--- src/hw/rtl/mwtg_pkg.sv ---
// Shared types and constants for the multi-waveform tone generator.
// No dependencies; imported by the core.
package mwtg_pkg;

  typedef enum logic [1:0] {
    SHAPE_SINE     = 2'd0,
    SHAPE_SAW      = 2'd1,
    SHAPE_SQUARE   = 2'd2,
    SHAPE_TRIANGLE = 2'd3
  } shape_t;

  // Q15 unity, also the saturation point of the level
  localparam logic [16:0] ONE_Q15 = 17'd32768;

  // pi/2 in Q30, seed of the sine series
  localparam logic [63:0] HALF_PI_Q30 = 64'd1686629713;

  // Fraction bits of the frequency-to-step reciprocal; exact for 16-bit
  // frequencies and sample rates below 2^18.
  localparam int RECIP_SHIFT = 34;

endpackage

--- src/hw/rtl/multi_waveform_tone_generator_core.sv ---
// Multi-waveform tone generator core: phase accumulator with sine, saw,
// square and triangle shapes. Depends on mwtg_pkg.
// Structure: input register, one pass of logic, output register.
// Throughput: one input transfer per cycle while in_stall is low.
//   in_stall rises only while both hold items and out_stall is high.
// Reset: synchronous; clears valids and oscillator state, samples_per_beat = 48000.
module multi_waveform_tone_generator_core
  import mwtg_pkg::*;
#(
  parameter int unsigned SAMPLE_RATE_HZ   = 48000,
  parameter int unsigned PHASE_BITS       = 32,
  parameter int unsigned SINE_TABLE_DEPTH = 256
) (
  input  logic               clk,
  input  logic               rst,
  // configuration write (samples_per_beat)
  input  logic               cfg_valid,
  output logic               cfg_ready,
  input  logic [15:0]        cfg_data,
  // input items
  input  logic               in_valid,
  output logic               in_stall,
  input  logic               start_req,
  input  logic [1:0]         waveform,
  input  logic [15:0]        frequency,
  input  logic [15:0]        amplitude,
  input  logic [15:0]        note_beats,
  // result items
  output logic               out_valid,
  input  logic               out_stall,
  output logic signed [15:0] sample,
  output logic               last
);

  localparam int AW = (SINE_TABLE_DEPTH > 1) ? $clog2(SINE_TABLE_DEPTH) : 1;

  // step = floor(freq * 2^PHASE_BITS / rate) via a rounded-up reciprocal
  localparam logic [97:0] RECIP_FULL =
    ((98'd1 << (PHASE_BITS + RECIP_SHIFT)) + 98'(SAMPLE_RATE_HZ) - 98'd1)
    / 98'(SAMPLE_RATE_HZ);
  localparam logic [63:0] RECIP = RECIP_FULL[63:0];

  // start phases: half a turn for saw, three quarters for triangle
  localparam logic [PHASE_BITS-1:0] SAW_START = {1'b1, {(PHASE_BITS-1){1'b0}}};
  localparam logic [PHASE_BITS-1:0] TRI_START = {2'b11, {(PHASE_BITS-2){1'b0}}};

  typedef logic [15:0] rom_t [SINE_TABLE_DEPTH];

  // Quarter-wave sine in Q15: Taylor series to the 13th power in Q30,
  // each term truncated, the sum rounded half up.
  function automatic rom_t build_rom();
    rom_t              rom;
    logic [63:0]       theta;
    logic [63:0]       t2;
    logic [63:0]       term;
    logic [63:0]       val;
    logic signed [63:0] sum;
    for (int k = 0; k < SINE_TABLE_DEPTH; k++) begin
      theta = (64'(k) * HALF_PI_Q30) / 64'(SINE_TABLE_DEPTH);
      t2    = (theta * theta) >> 30;
      term  = theta;
      sum   = signed'(theta);
      term  = ((term * t2) >> 30) / 64'd6;
      sum   = sum - signed'(term);
      term  = ((term * t2) >> 30) / 64'd20;
      sum   = sum + signed'(term);
      term  = ((term * t2) >> 30) / 64'd42;
      sum   = sum - signed'(term);
      term  = ((term * t2) >> 30) / 64'd72;
      sum   = sum + signed'(term);
      term  = ((term * t2) >> 30) / 64'd110;
      sum   = sum - signed'(term);
      term  = ((term * t2) >> 30) / 64'd156;
      sum   = sum + signed'(term);
      if (sum < 0) begin
        sum = 64'sd0;
      end
      val = ((unsigned'(sum) * 64'd32768) + (64'd1 << 29)) >> 30;
      if (val > 64'd32767) begin
        val = 64'd32767;
      end
      rom[k[AW-1:0]] = val[15:0];
    end
    return rom;
  endfunction

  localparam rom_t SINE_ROM = build_rom();

  // ---------------------------------------------------------------------
  // Configuration: one register, always ready
  // ---------------------------------------------------------------------
  logic [15:0] samples_per_beat;

  assign cfg_ready = 1'b1;

  always_ff @(posedge clk) begin
    if (rst) begin
      samples_per_beat <= 16'd48000;
    end else if (cfg_valid && cfg_ready) begin
      samples_per_beat <= cfg_data;
    end
  end

  // ---------------------------------------------------------------------
  // Enables: the output register loads when empty or when its transfer
  // happens; the input register loads when empty or when it drains.
  // ---------------------------------------------------------------------
  logic s1_valid;
  logic en1, en_out;

  assign en_out   = !out_valid || !out_stall;
  assign en1      = !s1_valid || en_out;
  assign in_stall = !en1;

  // ---------------------------------------------------------------------
  // Input register. Step partial products, note length and the saturated
  // level times full scale are formed from the ports on the transfer.
  // ---------------------------------------------------------------------
  logic        s1_start;
  shape_t      s1_waveform;
  logic [47:0] s1_pp_lo, s1_pp_hi;
  logic [23:0] s1_left;
  logic [29:0] s1_gain;

  logic [47:0] pp_lo, pp_hi;
  logic [31:0] left_prod;
  logic [15:0] level_sat;
  logic [29:0] gain_in;

  assign pp_lo     = 48'(frequency) * 48'(RECIP[31:0]);
  assign pp_hi     = 48'(frequency) * 48'(RECIP[63:32]);
  assign left_prod = 32'(note_beats) * 32'(samples_per_beat);
  assign level_sat = (amplitude > ONE_Q15[15:0]) ? ONE_Q15[15:0] : amplitude;
  // level * 32767 as shift and subtract; at most 32768 * 32767 < 2^30
  assign gain_in   = 30'({level_sat, 15'd0} - 31'(level_sat));

  always_ff @(posedge clk) begin
    if (rst) begin
      s1_valid <= 1'b0;
    end else if (en1) begin
      s1_valid <= in_valid;
    end
  end

  always_ff @(posedge clk) begin
    if (in_valid && en1) begin
      s1_start    <= start_req;
      s1_waveform <= shape_t'(waveform);
      s1_pp_lo    <= pp_lo;
      s1_pp_hi    <= pp_hi;
      s1_left     <= left_prod[31:8];
      s1_gain     <= gain_in;
    end
  end

  // ---------------------------------------------------------------------
  // Single pass: oscillator state, sample count, shape and scaling.
  // A start item replaces the whole note; its own sample uses the start
  // phase, then the phase advances by the new step.
  // ---------------------------------------------------------------------
  logic [PHASE_BITS-1:0] phase, phase_step;
  logic [23:0]           samples_left;
  shape_t                shape_select;
  logic [29:0]           gain;          // level times 32767

  logic [79:0]           step_sum;
  logic [PHASE_BITS-1:0] step_new, start_phase;
  logic [PHASE_BITS-1:0] cur_phase, cur_step;
  logic [23:0]           cur_left, left_dec;
  shape_t                cur_shape;
  logic [29:0]           cur_gain;
  logic                  emit;
  logic [15:0]           u;
  logic [15:0]           tri_dist;
  logic [16:0]           tri_dist2;
  logic [14+AW-1:0]      j_prod;
  logic [AW-1:0]         j_idx;
  logic [AW:0]           j_mirror;
  logic                  sine_full;
  logic [AW-1:0]         rom_addr;
  logic [16:0]           mag;
  logic                  neg;
  logic [46:0]           prod;
  logic [15:0]           mag_out;
  logic signed [15:0]    sample_next;

  assign step_sum = {s1_pp_hi, 32'd0} + {32'd0, s1_pp_lo};
  assign step_new = step_sum[RECIP_SHIFT+PHASE_BITS-1:RECIP_SHIFT];

  always_comb begin
    case (s1_waveform)
      SHAPE_SAW:      start_phase = SAW_START;
      SHAPE_TRIANGLE: start_phase = TRI_START;
      default:        start_phase = '0;
    endcase
  end

  assign cur_shape = s1_start ? s1_waveform : shape_select;
  assign cur_phase = s1_start ? start_phase : phase;
  assign cur_step  = s1_start ? step_new    : phase_step;
  assign cur_left  = s1_start ? s1_left     : samples_left;
  assign cur_gain  = s1_start ? s1_gain     : gain;
  assign emit      = (cur_left != 24'd0);
  assign left_dec  = cur_left - 24'd1;
  assign u         = cur_phase[PHASE_BITS-1 -: 16];

  // sine index: j = u[13:0] * depth / 2^14, mirrored in odd quadrants
  assign j_prod    = (14+AW)'(u[13:0]) * (14+AW)'(SINE_TABLE_DEPTH);
  assign j_idx     = j_prod[14+AW-1:14];
  assign j_mirror  = (AW+1)'(SINE_TABLE_DEPTH) - {1'b0, j_idx};
  assign sine_full = u[14] && (j_idx == '0);
  assign rom_addr  = u[14] ? j_mirror[AW-1:0] : j_idx;

  assign tri_dist  = u[15] ? {1'b0, u[14:0]} : (16'd32768 - u);
  assign tri_dist2 = {tri_dist, 1'b0};

  always_comb begin
    mag = '0;
    neg = 1'b0;
    case (cur_shape)
      SHAPE_SINE: begin
        // mirrored index of zero is the peak, one past the table
        mag = sine_full ? ONE_Q15 : {1'b0, SINE_ROM[rom_addr]};
        neg = u[15];
      end
      SHAPE_SAW: begin
        if (u[15]) begin
          mag = {2'b00, u[14:0]};
        end else begin
          mag = ONE_Q15 - {1'b0, u};
          neg = 1'b1;
        end
      end
      SHAPE_SQUARE: begin
        mag = ONE_Q15;
        neg = u[15];
      end
      default: begin  // triangle
        if (tri_dist2 >= ONE_Q15) begin
          mag = tri_dist2 - ONE_Q15;
        end else begin
          mag = ONE_Q15 - tri_dist2;
          neg = 1'b1;
        end
      end
    endcase
  end

  // gain * shape, drop 30 bits; magnitude never exceeds 32767
  assign prod        = 47'(cur_gain) * 47'(mag);
  assign mag_out     = prod[45:30];
  assign sample_next = neg ? -signed'(mag_out) : signed'(mag_out);

  // state moves with the item that leaves the input register
  always_ff @(posedge clk) begin
    if (rst) begin
      phase        <= '0;
      phase_step   <= '0;
      samples_left <= '0;
      shape_select <= SHAPE_SINE;
      gain         <= '0;
    end else if (s1_valid && en_out) begin
      shape_select <= cur_shape;
      gain         <= cur_gain;
      phase_step   <= cur_step;
      samples_left <= emit ? left_dec : cur_left;
      phase        <= emit ? (cur_phase + cur_step) : cur_phase;
    end
  end

  // ---------------------------------------------------------------------
  // Output register
  // ---------------------------------------------------------------------
  always_ff @(posedge clk) begin
    if (rst) begin
      out_valid <= 1'b0;
    end else if (en_out) begin
      out_valid <= s1_valid && emit;
    end
  end

  always_ff @(posedge clk) begin
    if (en_out) begin
      sample <= sample_next;
      last   <= (cur_left == 24'd1);
    end
  end

endmodule
--- config.mk ---
export PLATFORM = sky130hd
export DESIGN_NAME = multi_waveform_tone_generator_core
export DESIGN_NICKNAME = d
export VERILOG_FILES = /design/src/hw/rtl/mwtg_pkg.sv /design/src/hw/rtl/multi_waveform_tone_generator_core.sv
export SDC_FILE = /design/constraint.sdc
export NUM_CORES = 2
export LEC_CHECK = 0
export ABC_AREA = 1
export BUFFER_PORTS_ARGS = -buffer_cell sky130_fd_sc_hd__clkbuf_2
export CAP_MARGIN = 15
export CORE_MARGIN = 2
export CORE_UTILIZATION = 60
export CTS_CLUSTER_SIZE = 40
export DETAILED_ROUTE_END_ITERATION = 10
export PLACE_DENSITY = 0.81
export SYNTH_ARGS = -nofsm -noshare
export SYNTH_HDL_FRONTEND = slang
export SYNTH_SLANG_ARGS = --single-unit
export TNS_END_PERCENT = 30
--- constraint.sdc ---
create_clock -name clk -period 12.92 [get_ports clk]
set_clock_uncertainty 0.1 [all_clocks]
set_input_delay 0.646 -clock clk [delete_from_list [all_inputs] [get_ports clk]]
set_output_delay 0.646 -clock clk [all_outputs]
set_load 0.02 [all_outputs]
==> reports/results.tsv <==
stage	metric	value	unit
final_layout	seq_area	0.006486	mm²
worst_setup_path	cp-end-kind	register	
clock_network	cts_setup_buffers	0	
yosys	synth_cell_types	59	
worst_setup_path	r2r_slack	1.46	ns
worst_setup_path	crit_path_start_kind	register	
yosys	synthArstFlopShare	0	%
floorplanning	die_w	310.2	µm
job	cap_violations	0	
global_routing	grt_max_degree	110	
global_routing	grt_pass1_wl	274400	µm
floorplanning	start_util	60.37	%
placement	post-place-ws	1.873	ns
yosys	synth.most_common_cell	inv_1	
worst_setup_path	crit_type	reg -> reg	
clock_network	clock_latency	0.64	ns
clock_network	cts_resized	0	
timing	final-hold-violation-count	0	
worst_setup_path	slowest_delay	0.81	ns
placement	place_congestion	0.9991	
floorplanning	core	0.09319	mm²
worst_setup_path	rr_startpoint	s1_start	
timing	finalSetupViolations	0	
global_routing	grt_overflow_total	0	
yosys	synth_edf_count	124	
yosys	synth_ff_type	dfxtp_1	
drt	drcViolationCount	0	
floorplanning	rows	112	
timing	slew_violations	0	
placement	port_buffers	90	
timing	worstMarginPinSlew	1.218	ns
drt	vias	50240	
drt	wl_per_cell	20.12	µm
clock_network	numCtsBuffers	31	
yosys	seq_area_frac_synth	11.53	%
yosys	syn-mean-instance-area	7.573	µm²
yosys	synth_seq_cells	262	
worst_setup_path	ff2ff_path_depth	48	
clock_network	cts_root_buf	clkbuf_16	
final_layout	num-nets-final	8873	
worst_setup_path	cp_num_cells	48	
clock_network	clk_path_buf_depth	3	
timing	setup_ws	1.464	ns
worst_hold_path	min_to	s1_waveform[1]	
worst_setup_path	reg2reg_to	sample[13]	
timing	grt_setup_unrepaired	false	
timing	finalCriticalPeriod	11.46	ns
clock_network	clk_pin_slew	0.06	ns
worst_hold_path	hold_class	in -> reg	
timing	tns	0	ns
drt	routed_wl	174000	µm
yosys	syn_nets	8935	
timing	fmax	0.08729	GHz
drt	drt_iter0_drc	5003	
drt	drtPass1Iterations	10	
final_layout	multi_input_area	0.04237	mm²
clock_network	cts_tree	yes	
global_routing	grt_pass1_vias	50920	
worst_hold_path	hold_start	waveform[1]	
worst_setup_path	path_buf_inv	11	
worst_setup_path	critPathTopFamily	simple AND/OR/NAND/NOR gates	
clock_network	h-tree-depth	1	
final_layout	nFillCells	8304	
drt	final_antenna_net_count	0	
placement	dp_hpwl	139700	µm
worst_setup_path	cp.arrival	11.74	ns
timing	relSlewSlack	18.59	%
global_routing	antenna_found_initial	1	
worst_setup_path	crit_top_cell	nand2_1	
yosys	synth_cells	7429	
clock_network	cts.sinks	262	
worst_setup_path	cpMaxStageDelayCell	nand2_1	
status	status	finished, final reports clean	
clock_network	cts_hold_buffers	0	
final_layout	area.growth.synth_to_final	4.357	%
floorplanning	die_y	310.2	µm
yosys	yosys-top-cells-area	fa_1, ha_1, inv_1, nand2_1, edfxtp_1	
yosys	synth_area	0.05626	mm²
drt	viasPerCell	5.810	
worst_setup_path	cp.required	13.20	ns
worst_setup_path	worst-path-max-fanout	63	
worst_hold_path	hold_depth	1	
global_routing	track_usage	36.61	%
final_layout	diodes	0	
floorplanning	dieArea	0.09623	mm²
yosys	yosys_warnings	0	
yosys	synth_top_area_cell	fa_1	
yosys	synthTopCellsByCount	inv_1, nand2_1, fa_1	
timing	fin_crit_sh	88.67	%
floorplanning	io_pins	92	
yosys	synth_top_area_share	30.78	%
final_layout	drive_above_1_share	4.383	%
## routing by layer
layer | wire, µm | global-route usage [%]
met1 | 66260 | 46.83
met2 | 79440 | 58.86
met3 | 18410 | 8.289
met4 | 9837 | 17.68
met5 | 13 | 0
## per-stage QoR
stage,hold WS [ns],cell area [µm²],instances,utilization (%)
floorplan,0.3453,56260,7429,-
global placement,0.3512,57660,8587,61.87
detailed placement,0.3557,57660,8587,61.87
CTS,0.09849,58690,8645,62.98
global route,0.1113,58710,8646,63.00
finish,0.1156,58710,8646,63.00
## cells by family after synthesis
family          after synthesis  synth area share, %
simple gates               2645                19.45
buf+inv                    1922                13.19
fa+ha+maj                  1434                43.43
compound gates              993                9.650
flops                       262                11.53
xor+xnor                    167                2.647
mux                           5              0.09119
other cells                   1             0.006666
## cell usage in the layout (no fill, tap or decap), types with 90 or more instances in the layout
master | synthesis | final
a21oi_1 | 394 | 394
clkbuf_2 | 0 | 90
dfxtp_1 | 138 | 138
edfxtp_1 | 124 | 124
fa_1 | 865 | 865
ha_1 | 569 | 569
inv_1 | 1641 | 1638
nand2_1 | 1392 | 1391
nand3_1 | 375 | 375
nor2_1 | 650 | 650
o21ai_0 | 363 | 362
xor2_1 | 103 | 102
## sequential cells by signal, summed over array words and instances, names as in the netlist
name / flops
gain: 30
last: 1
out_valid: 1
phase: 32
phase_step: 32
s1_gain: 30
s1_left: 24
s1_pp_hi: 34
s1_pp_lo: 16
s1_start: 1
s1_valid: 1
s1_waveform: 2
sample: 16
samples_left: 24
samples_per_beat: 16
shape_select: 2
## cell type report
class / count / share of cell area, %
tap: 1254 / 2.672
clock inverter: 20 / 0.3559
multi-input combinational: 5245 / 72.17
timing repair buffer: 157 / 1.667
clock buffer: 38 / 1.400
inverter: 1670 / 10.69
sequential: 262 / 11.05
## worst max-delay path by stage
stage / start / end
after global placement: s1_start / sample[13]
after detailed placement: s1_start / sample[13]
after global routing: s1_start / sample[13]
final: s1_start / sample[13]
after CTS: s1_start / sample[13]
after floorplan: s1_start / sample[13]
## worst reg2reg max path: cells and delay by family (launching register included)
family / cells / cell delay [ns]
AND/OR/NAND/NOR: 22 / 3.70
adder cells (fa/ha/maj): 7 / 3.36
buffers and inverters: 11 / 2.18
AO/OA/AOI/OAI: 7 / 1.36
flip-flops: 1 / 0.36
XOR/XNOR: 1 / 0.16
Power is not shown: default switching activity piles up to over one toggle a cycle in this logic, so the estimate is an artifact.
